`src/rtl/ihpq_pkg.sv`:
```
// ----------------------------------------------------------------------------
// Indexed heap priority queue package
// Shared types, codes and default sizes for the heap block.
// ----------------------------------------------------------------------------
package ihpq_pkg;

  localparam int unsigned HeapDepthDef = 64;
  localparam int unsigned IdBitsDef    = 16;

  localparam logic [2:0] ACT_PUSH   = 3'd0;
  localparam logic [2:0] ACT_POP    = 3'd1;
  localparam logic [2:0] ACT_PEEK   = 3'd2;
  localparam logic [2:0] ACT_UPDATE = 3'd3;
  localparam logic [2:0] ACT_REMOVE = 3'd4;
  localparam logic [2:0] ACT_QUERY  = 3'd5;

  localparam logic [1:0] ST_OK       = 2'd0;
  localparam logic [1:0] ST_EMPTY    = 2'd1;
  localparam logic [1:0] ST_NOTFOUND = 2'd2;
  localparam logic [1:0] ST_FULL     = 2'd3;

  typedef struct packed {
    logic [2:0]  action;
    logic [15:0] entry_id;
    logic [15:0] entry_score;
  } in_item_t;

  typedef struct packed {
    logic [15:0] result_id;
    logic [15:0] result_score;
    logic [1:0]  status;
    logic [6:0]  entry_count;
  } out_item_t;

endpackage

```
`src/rtl/ihpq_ram.sv`:
```
// ----------------------------------------------------------------------------
// Generic RAM
// One write port and one read port with registered read data.
// ----------------------------------------------------------------------------
module ihpq_ram #(
  parameter int unsigned Width = 32,
  parameter int unsigned Depth = 64
) (
  input  logic                     clk_i,
  input  logic                     we_i,
  input  logic [$clog2(Depth)-1:0] waddr_i,
  input  logic [Width-1:0]         wdata_i,
  input  logic                     re_i,
  input  logic [$clog2(Depth)-1:0] raddr_i,
  output logic [Width-1:0]         rdata_o
);

  logic [Width-1:0] mem_q [Depth];
  logic [Width-1:0] rdata_q;

  always_ff @(posedge clk_i) begin
    if (we_i) begin
      mem_q[waddr_i] <= wdata_i;
    end
    if (re_i) begin
      rdata_q <= mem_q[raddr_i];
    end
  end

  assign rdata_o = rdata_q;

endmodule

```
`src/rtl/indexed_max_heap_priority_queue.sv`:
```
// ----------------------------------------------------------------------------
// Indexed max-heap priority queue
// Binary max-heap of (identifier, score) entries held in one RAM.
// ----------------------------------------------------------------------------
// One transaction at a time runs through a small sequencer around a single
// RAM port pair, one heap access per cycle. Push rises one level per parent
// read and compare. Pop and peek read the root; pop then sinks, reading up to
// two children per level. Update, remove and query first search linearly from
// slot zero, one slot per cycle; update and remove then sift. The input stays
// stalled from the accepted transaction until its result is handed to the
// output register, so a new transaction is taken only after the last is done.
// A finished result waits in the output register, and the next result waits
// for it.
module indexed_max_heap_priority_queue
  import ihpq_pkg::*;
#(
  parameter int unsigned HEAP_DEPTH = HeapDepthDef,
  parameter int unsigned ID_BITS    = IdBitsDef
) (
  input  logic      clk_i,
  input  logic      rst_ni,
  input  logic      in_valid_i,
  output logic      in_stall_o,
  input  in_item_t  in_data_i,
  output logic      out_valid_o,
  input  logic      out_stall_i,
  output out_item_t out_data_o
);

  localparam int unsigned AW = $clog2(HEAP_DEPTH);
  localparam int unsigned CW = $clog2(HEAP_DEPTH + 1);
  localparam int unsigned KW = AW + 2;
  localparam int unsigned EW = ID_BITS + 16;
  localparam int unsigned NB = (ID_BITS < 16) ? ID_BITS : 16;

  typedef enum logic [3:0] {
    S_IDLE, S_DISP, S_TOP, S_LAST, S_SRCH, S_REMW,
    S_RISE, S_RISEW, S_SINK, S_SINKL, S_SINKR, S_FIN
  } state_e;

  state_e            state_q, state_d;
  logic [CW-1:0]     cnt_q, cnt_d, k_q, k_d;
  logic [AW-1:0]     pos_q, pos_d, chk_k_q, chk_k_d;
  logic              chk_v_q, chk_v_d;
  logic [2:0]        act_q, act_d;
  logic [ID_BITS-1:0] id_q, id_d, e_id_q, e_id_d, c_id_q, c_id_d;
  logic [15:0]       score_q, score_d, e_score_q, e_score_d, c_score_q, c_score_d;
  logic              c_sel_q, c_sel_d, moved_q, moved_d, sink_after_q, sink_after_d;
  logic [15:0]       res_id_q, res_id_d, res_score_q, res_score_d;
  logic [1:0]        res_st_q, res_st_d;
  logic              out_valid_q, out_valid_d;
  out_item_t         out_q, out_d;

  logic              we, re;
  logic [AW-1:0]     waddr, raddr;
  logic [EW-1:0]     wdata, rdata;
  logic [ID_BITS-1:0] rd_id, id_in;
  logic [15:0]       rd_score, rd_id16, best_score;
  logic [AW-1:0]     parent;
  logic [KW-1:0]     lchild, rchild, cnt_k;

  ihpq_ram #(.Width(EW), .Depth(HEAP_DEPTH)) u_ram (
    .clk_i  (clk_i),
    .we_i   (we),
    .waddr_i(waddr),
    .wdata_i(wdata),
    .re_i   (re),
    .raddr_i(raddr),
    .rdata_o(rdata)
  );

  assign rd_id    = rdata[EW-1:16];
  assign rd_score = rdata[15:0];
  assign parent   = AW'((pos_q - AW'(1)) >> 1);
  assign lchild   = {1'b0, pos_q, 1'b1};
  assign rchild   = {1'b0, pos_q, 1'b0} + KW'(2);
  assign cnt_k    = KW'(cnt_q);
  assign best_score = c_sel_q ? c_score_q : e_score_q;

  always_comb begin
    id_in   = '0;
    rd_id16 = '0;
    for (int b = 0; b < NB; b++) begin
      id_in[b]   = in_data_i.entry_id[b];
      rd_id16[b] = rd_id[b];
    end
  end

  always_comb begin
    state_d      = state_q;
    cnt_d        = cnt_q;
    k_d          = k_q;
    pos_d        = pos_q;
    chk_k_d      = chk_k_q;
    chk_v_d      = 1'b0;
    act_d        = act_q;
    id_d         = id_q;
    score_d      = score_q;
    e_id_d       = e_id_q;
    e_score_d    = e_score_q;
    c_id_d       = c_id_q;
    c_score_d    = c_score_q;
    c_sel_d      = c_sel_q;
    moved_d      = moved_q;
    sink_after_d = sink_after_q;
    res_id_d     = res_id_q;
    res_score_d  = res_score_q;
    res_st_d     = res_st_q;
    out_d        = out_q;
    out_valid_d  = out_valid_q;
    we           = 1'b0;
    re           = 1'b0;
    waddr        = pos_q;
    raddr        = '0;
    wdata        = {e_id_q, e_score_q};

    if (out_valid_q && !out_stall_i) begin
      out_valid_d = 1'b0;
    end

    case (state_q)
      S_IDLE: begin
        if (in_valid_i) begin
          act_d        = in_data_i.action;
          id_d         = id_in;
          score_d      = in_data_i.entry_score;
          res_id_d     = '0;
          res_score_d  = '0;
          res_st_d     = ST_OK;
          moved_d      = 1'b0;
          sink_after_d = 1'b0;
          k_d          = '0;
          state_d      = S_DISP;
        end
      end
      S_DISP: begin
        case (act_q)
          ACT_PUSH: begin
            if (cnt_q == CW'(HEAP_DEPTH)) begin
              res_st_d = ST_FULL;
              state_d  = S_FIN;
            end else begin
              e_id_d    = id_q;
              e_score_d = score_q;
              pos_d     = AW'(cnt_q);
              cnt_d     = cnt_q + CW'(1);
              state_d   = S_RISE;
            end
          end
          ACT_POP, ACT_PEEK: begin
            if (cnt_q == '0) begin
              res_st_d = ST_EMPTY;
              state_d  = S_FIN;
            end else begin
              re      = 1'b1;
              raddr   = '0;
              state_d = S_TOP;
            end
          end
          ACT_UPDATE, ACT_REMOVE, ACT_QUERY: state_d = S_SRCH;
          default: state_d = S_FIN;
        endcase
      end
      S_TOP: begin
        res_id_d    = rd_id16;
        res_score_d = rd_score;
        if (act_q == ACT_PEEK) begin
          state_d = S_FIN;
        end else begin
          cnt_d = cnt_q - CW'(1);
          if (cnt_q == CW'(1)) begin
            state_d = S_FIN;
          end else begin
            re      = 1'b1;
            raddr   = AW'(cnt_q - CW'(1));
            pos_d   = '0;
            state_d = S_LAST;
          end
        end
      end
      S_LAST: begin
        e_id_d    = rd_id;
        e_score_d = rd_score;
        state_d   = S_SINK;
      end
      S_SRCH: begin
        if (chk_v_q && rd_id == id_q) begin
          pos_d = chk_k_q;
          case (act_q)
            ACT_QUERY: begin
              res_id_d    = rd_id16;
              res_score_d = rd_score;
              state_d     = S_FIN;
            end
            ACT_UPDATE: begin
              e_id_d    = rd_id;
              e_score_d = score_q;
              state_d   = (score_q > rd_score) ? S_RISE : S_SINK;
            end
            ACT_REMOVE: begin
              cnt_d = cnt_q - CW'(1);
              if (CW'(chk_k_q) == cnt_q - CW'(1)) begin
                state_d = S_FIN;
              end else begin
                re           = 1'b1;
                raddr        = AW'(cnt_q - CW'(1));
                sink_after_d = 1'b1;
                state_d      = S_REMW;
              end
            end
            default: state_d = S_FIN;
          endcase
        end else if (k_q < cnt_q) begin
          re      = 1'b1;
          raddr   = AW'(k_q);
          chk_v_d = 1'b1;
          chk_k_d = AW'(k_q);
          k_d     = k_q + CW'(1);
        end else begin
          res_st_d = ST_NOTFOUND;
          state_d  = S_FIN;
        end
      end
      S_REMW: begin
        e_id_d    = rd_id;
        e_score_d = rd_score;
        state_d   = S_RISE;
      end
      S_RISE: begin
        if (pos_q != '0) begin
          re      = 1'b1;
          raddr   = parent;
          state_d = S_RISEW;
        end else if (sink_after_q && !moved_q) begin
          state_d = S_SINK;
        end else begin
          we      = 1'b1;
          state_d = S_FIN;
        end
      end
      S_RISEW: begin
        if (rd_score < e_score_q) begin
          we      = 1'b1;
          wdata   = rdata;
          pos_d   = parent;
          moved_d = 1'b1;
          state_d = S_RISE;
        end else if (sink_after_q && !moved_q) begin
          state_d = S_SINK;
        end else begin
          we      = 1'b1;
          state_d = S_FIN;
        end
      end
      S_SINK: begin
        if (lchild >= cnt_k) begin
          we      = 1'b1;
          state_d = S_FIN;
        end else begin
          re      = 1'b1;
          raddr   = lchild[AW-1:0];
          state_d = S_SINKL;
        end
      end
      S_SINKL: begin
        c_id_d    = rd_id;
        c_score_d = rd_score;
        c_sel_d   = e_score_q < rd_score;
        if (rchild < cnt_k) begin
          re      = 1'b1;
          raddr   = rchild[AW-1:0];
          state_d = S_SINKR;
        end else if (e_score_q < rd_score) begin
          we      = 1'b1;
          wdata   = rdata;
          pos_d   = lchild[AW-1:0];
          state_d = S_SINK;
        end else begin
          we      = 1'b1;
          state_d = S_FIN;
        end
      end
      S_SINKR: begin
        if (best_score < rd_score) begin
          we      = 1'b1;
          wdata   = rdata;
          pos_d   = rchild[AW-1:0];
          state_d = S_SINK;
        end else if (c_sel_q) begin
          we      = 1'b1;
          wdata   = {c_id_q, c_score_q};
          pos_d   = lchild[AW-1:0];
          state_d = S_SINK;
        end else begin
          we      = 1'b1;
          state_d = S_FIN;
        end
      end
      S_FIN: begin
        if (!out_valid_q || !out_stall_i) begin
          out_d.result_id    = res_id_q;
          out_d.result_score = res_score_q;
          out_d.status       = res_st_q;
          out_d.entry_count  = 7'(cnt_q);
          out_valid_d        = 1'b1;
          state_d            = S_IDLE;
        end
      end
      default: state_d = S_IDLE;
    endcase
  end

  always_ff @(posedge clk_i or negedge rst_ni) begin
    if (!rst_ni) begin
      state_q      <= S_IDLE;
      cnt_q        <= '0;
      k_q          <= '0;
      pos_q        <= '0;
      chk_k_q      <= '0;
      chk_v_q      <= 1'b0;
      act_q        <= '0;
      id_q         <= '0;
      score_q      <= '0;
      e_id_q       <= '0;
      e_score_q    <= '0;
      c_id_q       <= '0;
      c_score_q    <= '0;
      c_sel_q      <= 1'b0;
      moved_q      <= 1'b0;
      sink_after_q <= 1'b0;
      res_id_q     <= '0;
      res_score_q  <= '0;
      res_st_q     <= ST_OK;
      out_q        <= '0;
      out_valid_q  <= 1'b0;
    end else begin
      state_q      <= state_d;
      cnt_q        <= cnt_d;
      k_q          <= k_d;
      pos_q        <= pos_d;
      chk_k_q      <= chk_k_d;
      chk_v_q      <= chk_v_d;
      act_q        <= act_d;
      id_q         <= id_d;
      score_q      <= score_d;
      e_id_q       <= e_id_d;
      e_score_q    <= e_score_d;
      c_id_q       <= c_id_d;
      c_score_q    <= c_score_d;
      c_sel_q      <= c_sel_d;
      moved_q      <= moved_d;
      sink_after_q <= sink_after_d;
      res_id_q     <= res_id_d;
      res_score_q  <= res_score_d;
      res_st_q     <= res_st_d;
      out_q        <= out_d;
      out_valid_q  <= out_valid_d;
    end
  end

  assign in_stall_o  = (state_q != S_IDLE);
  assign out_valid_o = out_valid_q;
  assign out_data_o  = out_q;

endmodule

```
`config.mk`:
```
export PLATFORM = sky130hd
export DESIGN_NAME = indexed_max_heap_priority_queue
export DESIGN_NICKNAME = d
export VERILOG_FILES = /design/src/rtl/ihpq_pkg.sv /design/src/rtl/ihpq_ram.sv /design/src/rtl/indexed_max_heap_priority_queue.sv
export SDC_FILE = /design/constraint.sdc
export NUM_CORES = 2
export LEC_CHECK = 0
export BUFFER_PORTS_ARGS = -buffer_cell sky130_fd_sc_hd__buf_2
export CAP_MARGIN = 5
export CELL_PAD_IN_SITES_DETAIL_PLACEMENT = 0
export CELL_PAD_IN_SITES_GLOBAL_PLACEMENT = 1
export CORE_MARGIN = 3
export CORE_UTILIZATION = 51
export CTS_CLUSTER_SIZE = 24
export DETAILED_ROUTE_END_ITERATION = 12
export PLACE_DENSITY = 0.83
export SYNTH_ARGS = -nofsm -noshare
export SYNTH_HDL_FRONTEND = slang
export SYNTH_SLANG_ARGS = --single-unit
export TNS_END_PERCENT = 30
```
`constraint.sdc`:
```
create_clock -name clk_i -period 6.8 [get_ports clk_i]
set_clock_uncertainty 0.1 [all_clocks]
set_input_delay 0.34 -clock clk_i [delete_from_list [all_inputs] [get_ports clk_i]]
set_output_delay 0.34 -clock clk_i [all_outputs]
set_load 0.01 [all_outputs]
```
; ---- Word-level counts from Yosys, hierarchy flattened
; Memory sizes are Yosys's and may differ from the RTL's. A register that Yosys moved wholly into a read port is not among the register bits.
; Cells that the tools add are included.
; W data, S select, Z words.
[classes]
muxes = 115
eq_ne = 42
order_cmp = 7
add_sub_neg = 5
reduce_logical = 34
bitwise_logic = 1
[ops]
columns = op, count
row1 = $mux W16, 14
row2 = $pmux W16 S3, 4
row3 = $mux W32, 5
row4 = $mux W6, 18
row5 = $pmux W32 S3, 1
row6 = $mux W7, 8
row7 = $lt A16 B16 Y1, 3
row8 = $mux W4, 12
row9 = $pmux W4 S12, 1
row10 = $pmux W6 S6, 1
row11 = $pmux W6 S5, 1
row12 = $mux W1, 28
row13 = $ne A2 B2 Y1 const B, 13
row14 = $mux W2, 11
row15 = $pmux W7 S3, 1
row16 = $eq A16 B16 Y1, 1
row17 = $eq A4 B3 Y1 const B, 4
row18 = $eq A4 B4 Y1 const B, 4
row19 = $gt A16 B16 Y1, 1
row20 = $add A7 B1 Y7 const B, 2
row21 = $pmux W7 S2, 1
row22 = $ne A3 B3 Y1 const B, 4
row23 = $pmux W4 S3, 1
row24 = $reduce_bool A3 Y1, 4
row25 = other kinds (42), 61
[word_totals]
input_bits = 39
mem_bits_rw = 2048
wordCells = 229
n_memories = 1
reg_bits = 209
[mem_list]
columns = memory, depth, width, read_ports, rd_clocked_by_memory_dff, wr, line_no
row1 = u_ram.mem_q, 64, 32, 1, 1, 1, ihpq_ram.sv:18  ; logic [Width-1:0] mem_q [Depth];

; ---- Logic depth before layout (Yosys ltp)
[logic_depth]
word_depth = 7
mapped_depth = 21
mapped_depth_nobuf = 13

; ---- Modules after synthesis
; From an unflattened synthesis, not the netlist that was laid out.
[hier_totals]
hier_cells = 4815
area_unflattened_um2 = 91758.0
[by_module_without_submodules]
columns = mod, cells_per_inst, instances, area_each_um2
row1 = ihpq_ram, 3511, 1, 79359.9
row2 = indexed_max_heap_priority_queue, 1304, 1, 12398.1

; ---- Worst setup path after synthesis
; No wires, ideal clock.
[synth_timing]
kind = reg-to-reg
start = reg pos_q[2]
end = mem u_ram.mem_q[40][0], enable pin
path_slack_ns = 1.427
t_required_ns = 6.239
setup_time_ns = 0.461
stages_incl_launch_ff = 13
t_arrival_ns = 4.812
cell_sequence = dfrtp_1 -> buf_1 -> nand3_1 -> buf_1 -> xnor2_1 -> ha_1 -> o21a_1 -> o221ai_1 -> clkbuf_1 -> a21oi_1 -> nor4_1 -> clkbuf_1 -> nor3_1
[synth_via]
elab_chain_len = 6
word_cells_on_any_way = 10
cone_classes = 1 x add/sub / 2 x order compare / 6 x mux / 1 x reduce/logical
[synth_rtl]
columns = item, line_no
row1 = start: declaration, indexed_max_heap_priority_queue.sv:43  ; logic [AW-1:0] pos_q, pos_d, chk_k_q, chk_k_d;
row2 = start signal: assignment, indexed_max_heap_priority_queue.sv:340  ; pos_q <= pos_d;
row3 = $add A7 B2 Y8, indexed_max_heap_priority_queue.sv:76  ; assign rchild = {1'b0, pos_q, 1'b0} + KW'(2);
row4 = $lt A8 B7 Y1, indexed_max_heap_priority_queue.sv:269  ; if (rchild < cnt_k) begin
row5 = $mux W1, indexed_max_heap_priority_queue.sv:269
row6 = $pmux W1 S5, indexed_max_heap_priority_queue.sv:121  ; case (state_q)
row7 = $mux W1, ihpq_ram.sv:22  ; if (we_i) begin
row8 = $mux W1 (not written as such), ihpq_ram.sv:23  ; mem_q[waddr_i] <= wdata_i;
row9 = end: declaration, ihpq_ram.sv:18
; Parallel ways exist; a longest one is shown, timed or not.

; ---- Final worst setup path
[layout_timing]
start = reg pos_q[0]
end = reg u_ram.rdata_q[31] (netlist: u_ram.rdata_o[31]), read port of u_ram.mem_q, data pin
[layout_via]
elab_chain_len = 4
word_cells_on_any_way = 13
cone_classes = 2 x add/sub / 2 x order compare / 8 x mux / 1 x reduce/logical
[layout_rtl]
columns = item, line_no
row1 = $add A7 B2 Y8, indexed_max_heap_priority_queue.sv:76
row2 = $lt A8 B7 Y1, indexed_max_heap_priority_queue.sv:269
row3 = $mux W1 or $mux W6 (tied branches), indexed_max_heap_priority_queue.sv:269
row4 = $pmux W1 S6 or $pmux W6 S5 (tied branches), indexed_max_heap_priority_queue.sv:121
row5 = end: declaration, ihpq_ram.sv:19  ; logic [Width-1:0] rdata_q;
; Parallel ways exist; a longest one is shown, timed or not.
; A chain may end at the register's enable or synchronous reset.

==> run summary <==
Critical Path RT - 7240 ps
period utilisation layout - 96.3%
all-layer global routing usage - 28.6%
R2R depth - 16
Clock Path Buffers - 3
startpoint types - flip-flop
leakage - 36.5 nW
# fillers - 13700
worst-path maximum fanout - 33
Final Power - 55.1 mW
Crit Reg-Reg Startpoint - pos_q[0]
WL/cell - 30.4 um
Die H - 436 um
sequential power share - 37.0%
Yosys top cell area share - 66.3%
vias in the first global route - 57500
final HPWL from detailed placement - 158 mm
first-pass GRT wire length - 401 mm
Yosys cell types - 86
crit end category - flip-flop
layout cells sized above 1 - 14.4%
clk_lat worst skew - 890 ps
critical path class - flip-flop to flip-flop
die area - 190000 um2
RSZ-0062 raised after global routing - false
commonest non-fill, non-tap cell in the layout - edfxtp_1
switching part of the total - 40.7%
Syn Nets - 6377
Yosys reg bits - 2289
antenna violations before repair - 10
ys async rst share - 9.13%
maximum vdd ir drop - 0.000437 V
Switching Power - 22.5 mW
max cap viols - 0
fin nets - 6578
Synthesis Warnings - 0
final setup violation count - 0
dominant synthesized flop cell - edfxtp_1
GP Congestion - 0.911
Die Span X - 436 um
actual slew at the worst max-slew pin - 1290 ps
Final Hold Vio Count - 0
most frequent cells in the layout - edfxtp_1 (2080), a211oi_1 (665), and3_1 (476)
Initial DRT Pass Iterations - 8
Synth area leaders - edfxtp_1 (66%), dfrtp_1 (5.6%), a211oi_1 (5.3%)
area grow syn2layout - 13.0%
fin util - 58.1%
dominant cell type by area after synthesis - edfxtp_1
DRT Wirelength - 277 mm
run status - completed
Slew Viols, Final - 0
CTS H-Tree Depth - 4
Clock power frac - 21.6%
largest net degree at the start of global routing - 175
I/O Buffers - 81
WP data arrival - 6990 ps
Reg-to-Reg End - u_ram.rdata_o[31]
sequential fraction of the synthesis area - 71.8%
gr ovfl total - 0
fmax - 153 MHz
number of enable flip-flop cells after synthesis - 2080
initial DRC count - 8695
CTS sink count - 2289
pwr dens - 518 nW/um2
CTS tree - built
io pins - 82
syn_area_per_cell - 15.0 um2
Root Buffer - clkbuf_16
worst hold margin - 11.5 ps
post-DR vias/cell - 6.53
Final min period - 6550 ps
Site Rows - 157
cells after synthesis - 6266
Final ANT Viol Nets - 0
Num CTS Buffers - 217
clock slew at reported path FFs - 70 ps
setup bufs post-CTS - 0
P_int - 32.7 mW
Post-Syn Area - 94200 um2
Starting Density - 51.4%
share of total power in combinational logic - 41.4%
minimum setup slack among reg-to-reg paths - 250 ps
worst min path class - primary input to async pin
slew margin rel. - 11.5%
routed vias - 59600
Post-route DRC - 0
Core Region - 183000 um2
metrics by stage:
| stage | setup WS [ps] | TNS, ps | instance area, um2 | instances |
|---|---|---|---|---|
| floorplan | 1430 | 0 | 94200 | 6266 |
| global placement | -699 | -955 | 99000 | 8669 |
| detailed placement | 76.9 | 0 | 99100 | 8672 |
| CTS | 21.5 | 0 | 106000 | 9110 |
| global route | 34.6 | 0 | 106000 | 9111 |
| finish | 251 | 0 | 107000 | 9116 |
layer usage:
layer / wire, um / GRT usage, %
met5: 27 / 0
met4: 15100 / 13.6
met3: 33700 / 7.47
met1: 105000 / 39.1
met2: 124000 / 43.1
kinds of logic after synthesis:
kind of cell / Yosys count / synth area share (%)
compound gates: 1382 / 10.8
xor+xnor: 46 / 0.471
fa+ha+maj: 72 / 0.956
buf+inv: 521 / 2.55
flops: 2289 / 71.8
mux: 516 / 5.59
simple gates: 1440 / 7.79
cell usage after synthesis, types with 6 or more instances:
cell type,n
o22ai_1,38
xor2_1,7
and3_1,476
o31ai_1,23
nand3_1,41
nor3_1,79
nand4_1,55
o2111ai_1,6
nor2_1,181
o211ai_1,35
a2111oi_0,140
a31oi_1,12
buf_2,91
a221oi_1,37
nand2b_1,10
clkbuf_1,314
o21a_1,15
edfxtp_1,2080
a2111oi_1,18
inv_1,40
nand2_1,474
nor4_1,39
a221o_1,65
dfrtp_1,209
buf_4,21
buf_6,27
buf_1,21
mux2_2,85
nor2b_1,38
xnor2_1,36
ha_1,72
mux2i_1,431
or3_1,8
o21ai_0,144
a211oi_1,667
a21o_1,21
a21oi_1,117
flip-flops by register name, indices dropped and copies added, names as in the netlist, 7 cells and up:
register / cells
u_ram.mem_q: 2048
out_data_o: 41
u_ram.rdata_o: 32
c_id_q: 16
c_score_q: 16
e_id_q: 16
e_score_q: 16
id_q: 16
res_id_q: 16
res_score_q: 16
score_q: 16
cnt_q: 7
k_q: 7
layout make-up:
cell class | count | area (um2) | area share [%]
diodes | 5 | 12.5 | 0.0117
multi-input cells | 3456 | 24800 | 23.3
inverters | 42 | 158 | 0.148
clock buffers | 274 | 5660 | 5.32
flip-flops and latches | 2289 | 67700 | 63.6
clock inverters | 125 | 1330 | 1.25
well taps | 2464 | 3080 | 2.89
repair buffers | 461 | 3720 | 3.49
critical path, stage by stage, from the launching register on:
cell and delay (ps):
dfrtp_1 570, ha_1 350, nand3_1 170, xnor2_1 200, ha_1 210, or3_1 340, o221ai_1 700, nand3_1 250
o211a_4 280, nand2_8 340, buf_4 380, a211oi_1 130, a2111oi_0 810, buf_4 250, a2111oi_0 100, buf_4 220
nor4_2 710
power groups by stage:
stage          Combinational [mW]  Sequential (mW)  Clock (mW)
5_1_grt                      23.9             20.4        12.6
3_5_place_dp                 22.2             20.6           0
4_1_cts                      22.3             20.3        12.0
2_1_floorplan                12.4             20.2           0
6_report                     22.8             20.4        11.9
3_3_place_gp                 21.8             20.6           0
worst max path at each step:
| stage | end | slack (ps) | depth (start not counted) | start |
|---|---|---|---|---|
| after floorplan | u_ram.mem_q[40][0] | 1430 | 12 | pos_q[2] |
| final | u_ram.rdata_o[31] | 250 | 16 | pos_q[0] |
| after CTS | u_ram.rdata_o[31] | 20 | 16 | pos_q[0] |
| after global placement | u_ram.rdata_o[10] | -700 | 13 | cnt_q[0] |
| after global routing | u_ram.rdata_o[24] | 30 | 16 | pos_q[0] |
| after detailed placement | u_ram.rdata_o[31] | 80 | 16 | pos_q[0] |
what timing repair did:
action                                 CTS  global route
endpoints found under the hold margin  151             0
gates resized for setup                  0             2
setup endpoints to repair                0             2
hold buffers                            39             0
No activity file was read; power rests on OpenSTA's default activity.
